**src/sv/msto_pkg.sv**
```systemverilog
package msto_pkg;

  localparam int PHASE_FRAC_BITS_DEF = 24;
  localparam int SAMPLE_BITS_DEF     = 16;
  localparam int AUX_W               = 32;
  localparam int LEVEL_W             = 16;
  localparam int MODE_W              = 2;
  localparam int CFG_IDX_W           = 4;
  localparam int STEP_W              = 3;

  typedef enum logic [MODE_W-1:0] {
    MODE_RAMP = 2'd0,
    MODE_GATE = 2'd1,
    MODE_TRI  = 2'd2,
    MODE_FLAT = 2'd3
  } mode_t;

  typedef enum logic [CFG_IDX_W-1:0] {
    CFG_WAVE_MODE   = 4'd0,
    CFG_PHASE_INC   = 4'd1,
    CFG_AUX_RATE    = 4'd2,
    CFG_SHAPE_A     = 4'd3,
    CFG_SHAPE_B     = 4'd4,
    CFG_LEVEL_MIN   = 4'd5,
    CFG_LEVEL_MAX   = 4'd6,
    CFG_START_PHASE = 4'd7
  } cfg_idx_t;

  // step advance condition of a control word
  typedef enum logic [1:0] {
    COND_ALWAYS = 2'd0,
    COND_IN     = 2'd1,
    COND_OUT    = 2'd2
  } cond_t;

  typedef struct packed {
    logic ld_phase;
    logic ld_region;
    logic ld_prod;
    logic ld_mul;
    logic ld_out;
  } dp_ctrl_t;

  typedef struct packed {
    cond_t             cond;
    dp_ctrl_t          en;
    logic [STEP_W-1:0] next;
  } uword_t;

  localparam logic [STEP_W-1:0] STEP_ACCEPT    = 3'd0;
  localparam logic [STEP_W-1:0] STEP_REGION    = 3'd1;
  localparam logic [STEP_W-1:0] STEP_MUL_RATE  = 3'd2;
  localparam logic [STEP_W-1:0] STEP_MUL_LEVEL = 3'd3;
  localparam logic [STEP_W-1:0] STEP_OUTPUT    = 3'd4;

  // control store: one word per step
  function automatic uword_t ucode(input logic [STEP_W-1:0] step);
    uword_t uw;
    uw = '0;
    unique case (step)
      STEP_ACCEPT: begin
        uw.cond        = COND_IN;
        uw.en.ld_phase = 1'b1;
        uw.next        = STEP_REGION;
      end
      STEP_REGION: begin
        uw.cond         = COND_ALWAYS;
        uw.en.ld_region = 1'b1;
        uw.next         = STEP_MUL_RATE;
      end
      STEP_MUL_RATE: begin
        uw.cond       = COND_ALWAYS;
        uw.en.ld_prod = 1'b1;
        uw.next       = STEP_MUL_LEVEL;
      end
      STEP_MUL_LEVEL: begin
        uw.cond      = COND_ALWAYS;
        uw.en.ld_mul = 1'b1;
        uw.next      = STEP_OUTPUT;
      end
      STEP_OUTPUT: begin
        uw.cond      = COND_OUT;
        uw.en.ld_out = 1'b1;
        uw.next      = STEP_ACCEPT;
      end
      default: begin
        uw.cond = COND_ALWAYS;
        uw.next = STEP_ACCEPT;
      end
    endcase
    return uw;
  endfunction

endpackage

```
**src/sv/msto_datapath.sv**
```systemverilog
module msto_datapath #(
  parameter int PHASE_FRAC_BITS = msto_pkg::PHASE_FRAC_BITS_DEF,
  parameter int SAMPLE_BITS     = msto_pkg::SAMPLE_BITS_DEF,
  localparam int PW             = PHASE_FRAC_BITS + 1
) (
  input  logic                                clk,
  input  logic                                rst_n,
  input  msto_pkg::dp_ctrl_t                  ctrl,
  input  logic                                restart,
  input  msto_pkg::mode_t                     mode,
  input  logic [PW-1:0]                       phase_inc,
  input  logic [msto_pkg::AUX_W-1:0]          aux_rate,
  input  logic [PW-1:0]                       shape_a,
  input  logic [PW-1:0]                       shape_b,
  input  logic [PW-1:0]                       start_phase,
  input  logic signed [msto_pkg::LEVEL_W-1:0] level_min,
  input  logic signed [msto_pkg::LEVEL_W-1:0] level_max,
  output logic signed [SAMPLE_BITS-1:0]       sample,
  output logic [PW-1:0]                       phase_now
);
  import msto_pkg::*;

  localparam int TW  = ((PW > AUX_W) ? PW : AUX_W) + 2;
  localparam int PRW = AUX_W + PW;
  localparam int WW  = AUX_W + 2;
  localparam int DW  = LEVEL_W + 1;
  localparam int MW  = WW + 1 + DW;
  localparam int SW0 = MW + 1;
  localparam int SW  = (SW0 - PHASE_FRAC_BITS > SAMPLE_BITS) ? SW0
                                                            : PHASE_FRAC_BITS + SAMPLE_BITS + 1;
  localparam int QW  = SW - PHASE_FRAC_BITS;

  localparam logic [PW-1:0] ONE  = PW'(1) << PHASE_FRAC_BITS;
  localparam logic [PW-1:0] HALF = ONE >> 1;
  localparam logic signed [QW-1:0] SAT_HI =
    {{(QW-SAMPLE_BITS+1){1'b0}}, {(SAMPLE_BITS-1){1'b1}}};
  localparam logic signed [QW-1:0] SAT_LO = ~SAT_HI;

  logic [PW-1:0]           phase_r, phase_nxt;
  logic                    rising_r, rising_nxt;
  logic [PW-1:0]           op_r, op_nxt;
  logic                    lt_a_r, lt_b_r;
  logic [PRW-1:0]          prod_r;
  logic signed [MW-1:0]    mul_r, mul_nxt;
  logic signed [SAMPLE_BITS-1:0] sample_r, sample_nxt;
  logic [PW-1:0]           phase_out_r;

  // phase step
  logic [PW-1:0]        base;
  logic                 rise;
  logic signed [TW-1:0] tri_p;
  logic [PW-1:0]        tri_phase;
  logic                 tri_rise;
  logic [PW:0]          sum_p;
  logic [PW-1:0]        wrap_phase;

  always_comb begin
    base  = restart ? start_phase : phase_r;
    rise  = restart ? (start_phase < shape_a) : rising_r;
    tri_p = rise ? $signed(TW'(base)) + $signed(TW'(phase_inc))
                 : $signed(TW'(base)) - $signed(TW'(aux_rate));
    if (tri_p >= $signed(TW'(ONE))) begin
      tri_phase = ONE;
      tri_rise  = 1'b0;
    end else if (tri_p <= $signed(TW'(0))) begin
      tri_phase = '0;
      tri_rise  = 1'b1;
    end else begin
      tri_phase = tri_p[PW-1:0];
      tri_rise  = rise;
    end
    sum_p = {1'b0, base} + {1'b0, phase_inc};
    // wrap into [0, 1]: a nonzero exact multiple of one lands on one
    if (sum_p > {1'b0, ONE}) begin
      wrap_phase = (sum_p[PHASE_FRAC_BITS-1:0] == '0) ? ONE
                                                      : {1'b0, sum_p[PHASE_FRAC_BITS-1:0]};
    end else begin
      wrap_phase = sum_p[PW-1:0];
    end
    if (mode == MODE_TRI) begin
      phase_nxt  = tri_phase;
      rising_nxt = tri_rise;
    end else begin
      phase_nxt  = wrap_phase;
      rising_nxt = rise;
    end
  end

  // region of the new phase and multiplier operand
  logic lt_a, lt_b;
  always_comb begin
    lt_a   = phase_r < shape_a;
    lt_b   = phase_r < shape_b;
    op_nxt = lt_a ? phase_r : phase_r - shape_b;
  end

  // waveform value and level scaling
  logic [AUX_W:0]         slope;
  logic [WW-1:0]          w;
  logic signed [WW:0]     w_s;
  logic signed [DW-1:0]   diff;

  always_comb begin
    slope = prod_r[PRW-1:PHASE_FRAC_BITS];
    unique case (mode)
      MODE_RAMP, MODE_TRI: w = WW'(phase_r);
      MODE_GATE:           w = lt_a_r ? WW'(ONE) : '0;
      MODE_FLAT: begin
        if (lt_a_r) begin
          w = WW'(slope);
        end else if (lt_b_r) begin
          w = WW'(HALF);
        end else begin
          w = WW'(slope) + WW'(HALF);
        end
      end
      default:             w = '0;
    endcase
    w_s     = $signed({1'b0, w});
    diff    = DW'(level_max) - DW'(level_min);
    mul_nxt = w_s * diff;
  end

  // add the base level, divide by one toward zero, saturate
  logic signed [SW-1:0] sum_lvl;
  logic signed [QW-1:0] q;
  logic                 neg_adj;

  always_comb begin
    sum_lvl = SW'(mul_r) + (SW'(level_min) <<< PHASE_FRAC_BITS);
    neg_adj = sum_lvl[SW-1] && (sum_lvl[PHASE_FRAC_BITS-1:0] != '0);
    q       = $signed(sum_lvl[SW-1:PHASE_FRAC_BITS]) + $signed({{(QW-1){1'b0}}, neg_adj});
    if (q > SAT_HI) begin
      sample_nxt = SAT_HI[SAMPLE_BITS-1:0];
    end else if (q < SAT_LO) begin
      sample_nxt = SAT_LO[SAMPLE_BITS-1:0];
    end else begin
      sample_nxt = q[SAMPLE_BITS-1:0];
    end
  end

  always_ff @(posedge clk) begin
    if (!rst_n) begin
      phase_r  <= '0;
      rising_r <= 1'b1;
    end else if (ctrl.ld_phase) begin
      phase_r  <= phase_nxt;
      rising_r <= rising_nxt;
    end
  end

  always_ff @(posedge clk) begin
    if (ctrl.ld_region) begin
      op_r   <= op_nxt;
      lt_a_r <= lt_a;
      lt_b_r <= lt_b;
    end
    if (ctrl.ld_prod) begin
      prod_r <= PRW'(aux_rate) * PRW'(op_r);
    end
    if (ctrl.ld_mul) begin
      mul_r <= mul_nxt;
    end
    if (ctrl.ld_out) begin
      sample_r    <= sample_nxt;
      phase_out_r <= phase_r;
    end
  end

  assign sample    = sample_r;
  assign phase_now = phase_out_r;

endmodule

```
**src/sv/multi_shape_test_oscillator_unit.sv**
```systemverilog
// the 5-word control program (phase step, region, rate multiply, level multiply,
//   output) takes a request in its first word and registers the result in its last;
//   the next request waits for the output word, which itself waits on a stalled result
// a new request is taken while the previous result still waits in the output register
// reset: synchronous, clears the sequencer, the output valid, phase to 0 and the
//   registers to their defaults (shape_a and shape_b at one half)
module multi_shape_test_oscillator_unit #(
  parameter int PHASE_FRAC_BITS = msto_pkg::PHASE_FRAC_BITS_DEF,
  parameter int SAMPLE_BITS     = msto_pkg::SAMPLE_BITS_DEF,
  localparam int PW             = PHASE_FRAC_BITS + 1,
  localparam int CDW            = (PW > msto_pkg::AUX_W) ? PW : msto_pkg::AUX_W
) (
  input  logic                             clk,
  input  logic                             rst_n,
  input  logic                             in_valid,
  output logic                             in_stall,
  input  logic                             in_restart,
  output logic                             out_valid,
  input  logic                             out_stall,
  output logic signed [SAMPLE_BITS-1:0]    out_sample,
  output logic [PW-1:0]                    out_phase_now,
  input  logic                             cfg_valid,
  output logic                             cfg_ready,
  input  logic [msto_pkg::CFG_IDX_W-1:0]   cfg_index,
  input  logic [CDW-1:0]                   cfg_wdata
);
  import msto_pkg::*;

  localparam logic [PW-1:0] HALF = PW'(1) << (PHASE_FRAC_BITS - 1);

  mode_t                      wave_mode_r;
  logic [PW-1:0]              phase_inc_r;
  logic [AUX_W-1:0]           aux_rate_r;
  logic [PW-1:0]              shape_a_r;
  logic [PW-1:0]              shape_b_r;
  logic signed [LEVEL_W-1:0]  level_min_r;
  logic signed [LEVEL_W-1:0]  level_max_r;
  logic [PW-1:0]              start_phase_r;

  assign cfg_ready = rst_n;

  always_ff @(posedge clk) begin
    if (!rst_n) begin
      wave_mode_r   <= MODE_RAMP;
      phase_inc_r   <= '0;
      aux_rate_r    <= '0;
      shape_a_r     <= HALF;
      shape_b_r     <= HALF;
      level_min_r   <= '0;
      level_max_r   <= '0;
      start_phase_r <= '0;
    end else if (cfg_valid && cfg_ready) begin
      unique case (cfg_idx_t'(cfg_index))
        CFG_WAVE_MODE:   wave_mode_r   <= mode_t'(cfg_wdata[MODE_W-1:0]);
        CFG_PHASE_INC:   phase_inc_r   <= cfg_wdata[PW-1:0];
        CFG_AUX_RATE:    aux_rate_r    <= cfg_wdata[AUX_W-1:0];
        CFG_SHAPE_A:     shape_a_r     <= cfg_wdata[PW-1:0];
        CFG_SHAPE_B:     shape_b_r     <= cfg_wdata[PW-1:0];
        CFG_LEVEL_MIN:   level_min_r   <= $signed(cfg_wdata[LEVEL_W-1:0]);
        CFG_LEVEL_MAX:   level_max_r   <= $signed(cfg_wdata[LEVEL_W-1:0]);
        CFG_START_PHASE: start_phase_r <= cfg_wdata[PW-1:0];
        default: ;
      endcase
    end
  end

  // sequencer
  logic [STEP_W-1:0] step_r, step_nxt;
  logic              out_valid_r, out_valid_nxt;
  uword_t            uw;
  logic              go;
  dp_ctrl_t          en;

  always_comb begin
    uw = ucode(step_r);
    unique case (uw.cond)
      COND_ALWAYS: go = 1'b1;
      COND_IN:     go = in_valid && rst_n;
      COND_OUT:    go = !out_valid_r || !out_stall;
      default:     go = 1'b1;
    endcase
    en       = go ? uw.en : '0;
    step_nxt = go ? uw.next : step_r;
    out_valid_nxt = out_valid_r;
    if (out_valid_r && !out_stall) begin
      out_valid_nxt = 1'b0;
    end
    if (en.ld_out) begin
      out_valid_nxt = 1'b1;
    end
  end

  assign in_stall  = !rst_n || (uw.cond != COND_IN);
  assign out_valid = out_valid_r;

  always_ff @(posedge clk) begin
    if (!rst_n) begin
      step_r      <= STEP_ACCEPT;
      out_valid_r <= 1'b0;
    end else begin
      step_r      <= step_nxt;
      out_valid_r <= out_valid_nxt;
    end
  end

  msto_datapath #(
    .PHASE_FRAC_BITS (PHASE_FRAC_BITS),
    .SAMPLE_BITS     (SAMPLE_BITS)
  ) u_datapath (
    .clk         (clk),
    .rst_n       (rst_n),
    .ctrl        (en),
    .restart     (in_restart),
    .mode        (wave_mode_r),
    .phase_inc   (phase_inc_r),
    .aux_rate    (aux_rate_r),
    .shape_a     (shape_a_r),
    .shape_b     (shape_b_r),
    .start_phase (start_phase_r),
    .level_min   (level_min_r),
    .level_max   (level_max_r),
    .sample      (out_sample),
    .phase_now   (out_phase_now)
  );

endmodule
```
**config.mk**
```make
export PLATFORM = sky130hd
export DESIGN_NAME = multi_shape_test_oscillator_unit
export DESIGN_NICKNAME = d
export VERILOG_FILES = /design/src/sv/msto_pkg.sv /design/src/sv/msto_datapath.sv /design/src/sv/multi_shape_test_oscillator_unit.sv
export SDC_FILE = /design/constraint.sdc
export NUM_CORES = 2
export LEC_CHECK = 0
export BUFFER_PORTS_ARGS = -buffer_cell sky130_fd_sc_hd__buf_4
export CAP_MARGIN = 20
export CORE_MARGIN = 2
export CORE_UTILIZATION = 52
export CTS_BUF_LIST = sky130_fd_sc_hd__clkbuf_8
export CTS_CLUSTER_DIAMETER = 30
export CTS_CLUSTER_SIZE = 28
export DETAILED_ROUTE_END_ITERATION = 8
export PLACE_DENSITY = 0.73
export SETUP_SLACK_MARGIN = 0.5
export SLEW_MARGIN = 20
export SYNTH_ARGS = -nofsm -noshare
export SYNTH_HDL_FRONTEND = slang
export SYNTH_SLANG_ARGS = --single-unit
```
**constraint.sdc**
```tcl
create_clock -name clk -period 25.4 [get_ports clk]
set_input_delay 1.27 -clock clk [delete_from_list [all_inputs] [get_ports clk]]
set_output_delay 1.27 -clock clk [all_outputs]
set_load 0.02 [all_outputs]
```
* Word-level counts from Yosys, hierarchy flattened
Cells that the tools add are included.
** Word-level totals
- Register bits :: 373
- Input port bits :: 42
- Output and inout bits :: 44
** Cells by class
- Add/subtract/negate cells :: 8
- Multiply operators :: 2
- $lt $le $gt $ge :: 8
- Equal/unequal tests :: 17
- Mux-type cells :: 28
- Reductions and logical operators :: 24
** Operator list (count)
- 25-bit two-way mux :: 8
- 34-bit two-way mux :: 3
- 34-bit one-hot mux with 3 select lines :: 1
- 25-bit less-than comparator :: 3
- 32-bit by 25-bit multiplier with 57-bit output :: 1
- 52-bit by 40-bit adder with 53-bit output :: 1
- 25-bit by 25-bit adder with 26-bit output :: 2
- 35-bit by 17-bit multiplier with 52-bit output :: 1
- 33-bit by 24-bit adder with 34-bit output (second input constant) :: 1
- 34-bit by 26-bit greater-or-equal comparator with 1-bit output (second input constant) :: 1
- 34-bit by 1-bit less-or-equal comparator with 1-bit output (second input constant) :: 1
- 25-bit by 32-bit subtractor with 33-bit output :: 1
- 29-bit by 2-bit adder with 29-bit output :: 1
- 29-bit by 16-bit > comparator with 1-bit output (second input constant) :: 1
- 29-bit by 16-bit less-than comparator with 1-bit output (second input constant) :: 1
- 26-bit by 25-bit > comparator with 1-bit output (second input constant) :: 1
- 25-bit subtractor :: 1
- 24-bit logical NOT :: 1
- 24-bit nonzero test :: 1
- 16-bit by 16-bit subtractor with 17-bit output :: 1
- 4-bit by 3-bit equality test with 1-bit output (second input constant) :: 4
- 16-bit two-way mux :: 1
- 2-bit AND reduction :: 8
- 3-bit one-hot mux with 4 select lines :: 1
- other kinds (20) :: 41

* Logic depth before layout (Yosys ltp)
- Depth in word-level cells :: 7
- Gate-level depth with buffers :: 43
- Gate-level depth less buffers :: 42

* By module
From an unflattened synthesis, not the netlist that was laid out.
** Second synthesis, totals
- Cells, all modules :: 7290
- Area total of the unflattened synthesis :: 63936.3 sq um
** By module, submodules not included
- msto_datapath :: times used 1, cells each 6525, area an instance 57470.1 sq um, sequential area each 5114.9 sq um
- multi_shape_test_oscillator_unit :: times used 1, cells each 765, area an instance 6466.2 sq um, sequential area each 3403.3 sq um

* Least setup slack after synthesis
OpenSTA, ideal clock, no wires.
- Path kind :: reg2reg
- Start :: register level_min_r[1]
- End :: register u_datapath.mul_r[50] (data pin)
- Setup time :: 158 ps
- Data arrival time :: 9249 ps
- Setup slack :: 15993 ps
- Cell stages (with the launch flop) :: 40
- Buffers on the path :: 2
- Cell sequence :: dfxtp_1 inv_1 ha_1 nor2b_1 o21ai_0 a21boi_0 o21ai_0 a21boi_0 o21ai_0 a21boi_0 o21ai_0 a21oi_1 o21ai_0 a21oi_1 o21ai_0 nor3b_1 clkbuf_1 clkbuf_1 (+4 left out) fa_1 fa_1 inv_1 fa_1 inv_1 ha_1 and3_1 nand4_1 nor2_1 o41a_1 o21ai_0 a21oi_1 o41a_1 o41ai_1 nor2_1 a21o_1 a2111o_1 o211ai_1
** On the way
- Longest elaborated chain between the ends :: 2
** RTL lines
- start: declaration :: RTL line multi_shape_test_oscillator_unit.sv:36 : logic signed [LEVEL_W-1:0] level_min_r;
- start signal: assignment :: RTL line multi_shape_test_oscillator_unit.sv:59 : CFG_LEVEL_MIN: level_min_r <= $signed(cfg_wdata[LEVEL_W-1:0]);
- 16-bit by 16-bit subtractor with 17-bit output :: RTL line msto_datapath.sv:120 : diff = DW'(level_max) - DW'(level_min);
- 35-bit by 17-bit multiplier with 52-bit output :: RTL line msto_datapath.sv:121 : mul_nxt = w_s * diff;
- via u_datapath.mul_nxt[50] :: RTL line msto_datapath.sv:44 : logic signed [MW-1:0] mul_r, mul_nxt;
- end signal: assignment :: RTL line msto_datapath.sv:162 : mul_r <= mul_nxt;
- end: declaration :: RTL line msto_datapath.sv:44
The timed path passes the listed nets, and every way through them passes these cells.
A chain may end at the register's enable or synchronous reset.

* Worst setup path after layout
- Start :: register level_min_r[1]
- End :: register u_datapath.mul_r[51] (data pin)
Same word-level chain as after synthesis.

==> results.ini <==
[global_routing]
globalRouteOverflowTotal=0
gr-usage-met2=0.5074
grt_max_degree=115
global_route_usage_over_all_layers=0.3177
grt_first_pass_wirelength_mm=307.4
grt_pass1_vias=53558
busiest_layer=met2
grt_antenna_before_repair=10
use_met3=0.06738
grt_util_met1=0.4144

[placement]
dp_hpwl_mm=147.5
finalWeightedCongestion=0.9751
port_buffers=85
postPlaceCellArea_sq_um=66500
placed_cells=8787

[worst_setup_path]
data_required_time_at_the_worst_endpoint_ps=25850
critPathKind=reg -> reg
critical_path.slowest_cell=sky130_fd_sc_hd__a211oi_1
end_kind=flop
startpoint_type=flop
crit_path_max_fanout=34
cpPeakStageDelay_ps=720
critPathArrivalTime_ps=11630
cpMostUsedCell=sky130_fd_sc_hd__o21ai_0

[route]
antenna_violating_nets_post_route=0
drt_first_pass_iters=6
routed-via-count=51090
post-route-drc-count=0
detail_route.wirelength_mm=195.2
drt-vias-per-instance=5.723
detailedRoute.firstIterationViolations=4263
routed_wire_length_per_instance_um=21.86

[yosys]
ys.flop_type=sky130_fd_sc_hd__dfxtp_1
nets_in_the_synthesized_netlist=9028
number_of_flops_mapped_to_enable_cells_by_yosys=153
yosys_register_bits=349
yosys_warnings=0
netlist.area_leader.share=0.3656
post_synth_inst_count=7297
syn-cell-area_sq_um=64070
yosysSeqAreaShare=0.1330
yosysMostFrequentCell=sky130_fd_sc_hd__inv_1
postSynth.asyncResetShare=0
dominant_cell_type_by_area_after_synthesis=sky130_fd_sc_hd__fa_1
biggest_area_contributors_in_the_synthesized_netlist=sky130_fd_sc_hd__fa_1 37%, sky130_fd_sc_hd__ha_1 10%, sky130_fd_sc_hd__inv_1 8.4%
synthesis.area_per_instance_sq_um=8.780
synth_cell_types=91
synth_commonest_cells=1,436 x sky130_fd_sc_hd__inv_1, 1,322 x sky130_fd_sc_hd__nand2_1, 1,170 x sky130_fd_sc_hd__fa_1, 519 x sky130_fd_sc_hd__ha_1, 320 x sky130_fd_sc_hd__and2_1

[sta]
holdWs_ps=469.5
report.final.setup_viol=0
fin_crit_sh=0.4402
clock-skew-final_ps=76.47
worstMarginPinSlew_ps=1185
maxSlewViolCount=0
fmax_mhz=89.43
timing.final.crit_period_ps=11180
hold_violations=0
grt_setup_unrepaired=false
timing.max_slew.rel_slack=0.2050
fin_tns_setup_ps=0

[die]
floorplan.initialDensity=0.5250
core-area_sq_um=122000
die_height_um=355
floorplan.die_area_sq_um=126000
top_level_ports=86
row_count=128
die_width_um=355

[power_and_ir_drop]
p_per_area_nw_per_um2=30.53
ir_drop_mv=0.04201
p_leak_uw=0.03201

[clock_tree]
cts_tree=done
hold_buffers=0
tritoncts.num_buffers=74
cts_num_sinks=349
post-cts-setup-buffers=0
clock_latency_ps=760
clock_path_buffers=3
clkSlewWorstSetupHoldPaths_ps=70
htree_levels=3
clock_root_buffer=sky130_fd_sc_hd__clkbuf_8
post_cts_resize_count=0

[final_layout]
fin_area_sq_um=68220
final_cell_count_no_fill=8927
layout-drive-gt1-share=0.05877
area_growth_pct=6.492
fillers=10986
finish.net_count=8970

[status]
outcome=complete, no violations

[min_path]
worstHoldPathType=reg -> reg

[job]
max_cap_viols=0

[metal layers]
layer  part of all wire  vias up
li1                   -    22376
met1               0.39    25585
met2               0.46     2522
met3               0.10      601
met4              0.053        6
met5            0.00019        -
[state kept, by name, indices dropped and copies added, names as in the netlist]
register	flops
aux_rate_r	32
level_max_r	16
level_min_r	16
out_valid	1
phase_inc_r	25
shape_a_r	25
shape_b_r	25
start_phase_r	25
step_r	3
u_datapath.lt_a_r	1
u_datapath.lt_b_r	1
u_datapath.mul_r	52
u_datapath.op_r	25
u_datapath.phase_now	25
u_datapath.phase_r	25
u_datapath.prod_r	33
u_datapath.rising_r	1
u_datapath.sample	16
wave_mode_r	2
[cell families after synthesis]
logic type | after synthesis | share of synthesized area
compound gates | 882 | 0.09351
xor+xnor | 197 | 0.02693
fa+ha+maj | 1689 | 0.4670
buf+inv | 1773 | 0.1043
flops | 349 | 0.1330
mux | 67 | 0.01074
simple gates | 2340 | 0.1646
[path summary, 6_finish.rpt]
kind             startpoint                    to  cells past startpoint  slack (ps)
max          level_min_r[1]  u_datapath.mul_r[51]                     41       14220
min           shape_a_r[15]         shape_a_r[15]                      2         470
max reg2reg  level_min_r[1]  u_datapath.mul_r[51]                     41       14220
min reg2reg   shape_a_r[15]         shape_a_r[15]                      2         470
[power by group]
part           internal [uW]  leakage (uW)  switching, uW  total, uW
Combinational            250        0.0281            497        747
Sequential               616       0.00298           18.9        635
Clock                    391      0.000877            309        701
[metrics by stage]
stage	worst slack [ps]	util	power, uW
floorplan	15990	-	1111
global placement	14710	0.5449	1361
detailed placement	14530	0.5449	1368
CTS	14380	0.5589	2074
global route	13530	0.5590	2175
finish	14220	0.5590	2083
[cell usage in the layout (no fill, tap or decap), types with 53 or more instances in the layout]
cell type / instances
sky130_fd_sc_hd__inv_1: 1445
sky130_fd_sc_hd__and2_1: 319
sky130_fd_sc_hd__nand3_1: 56
sky130_fd_sc_hd__a21boi_0: 147
sky130_fd_sc_hd__fa_1: 1170
sky130_fd_sc_hd__clkbuf_8: 82
sky130_fd_sc_hd__edfxtp_1: 153
sky130_fd_sc_hd__buf_4: 202
sky130_fd_sc_hd__nor3_1: 54
sky130_fd_sc_hd__xor2_1: 71
sky130_fd_sc_hd__a21o_1: 101
sky130_fd_sc_hd__nand2_1: 1322
sky130_fd_sc_hd__a21oi_1: 172
sky130_fd_sc_hd__nor2_1: 294
sky130_fd_sc_hd__ha_1: 519
sky130_fd_sc_hd__o21ai_0: 163
sky130_fd_sc_hd__dfxtp_1: 193
sky130_fd_sc_hd__xnor2_1: 116
sky130_fd_sc_hd__nor2b_1: 89
sky130_fd_sc_hd__o21a_1: 55
sky130_fd_sc_hd__mux2i_1: 53
[final cells by class]
type	instances	area, sq um	share of cell area
tap	1625	2033	0.02980
antenna	2	5.005	0.00007336
timing repair buffer	203	1528	0.02239
multi-input combinational	5175	49040	0.7189
sequential	349	8522	0.1249
inverter	1436	5390	0.07901
clock inverter	55	573.1	0.008400
clock buffer	82	1129	0.01654
[critical path, delay by kind of cell (launching register included)]
family,cells,cell delay (ps)
adders and majority gates,8,3500
buffers and inverters,5,480
xor gates and xnor gates,1,120
DFF,1,470
AOI/OAI and AO/OA,23,5560
and+or+nand+nor,4,740
Power figures use the tool's default switching activity.
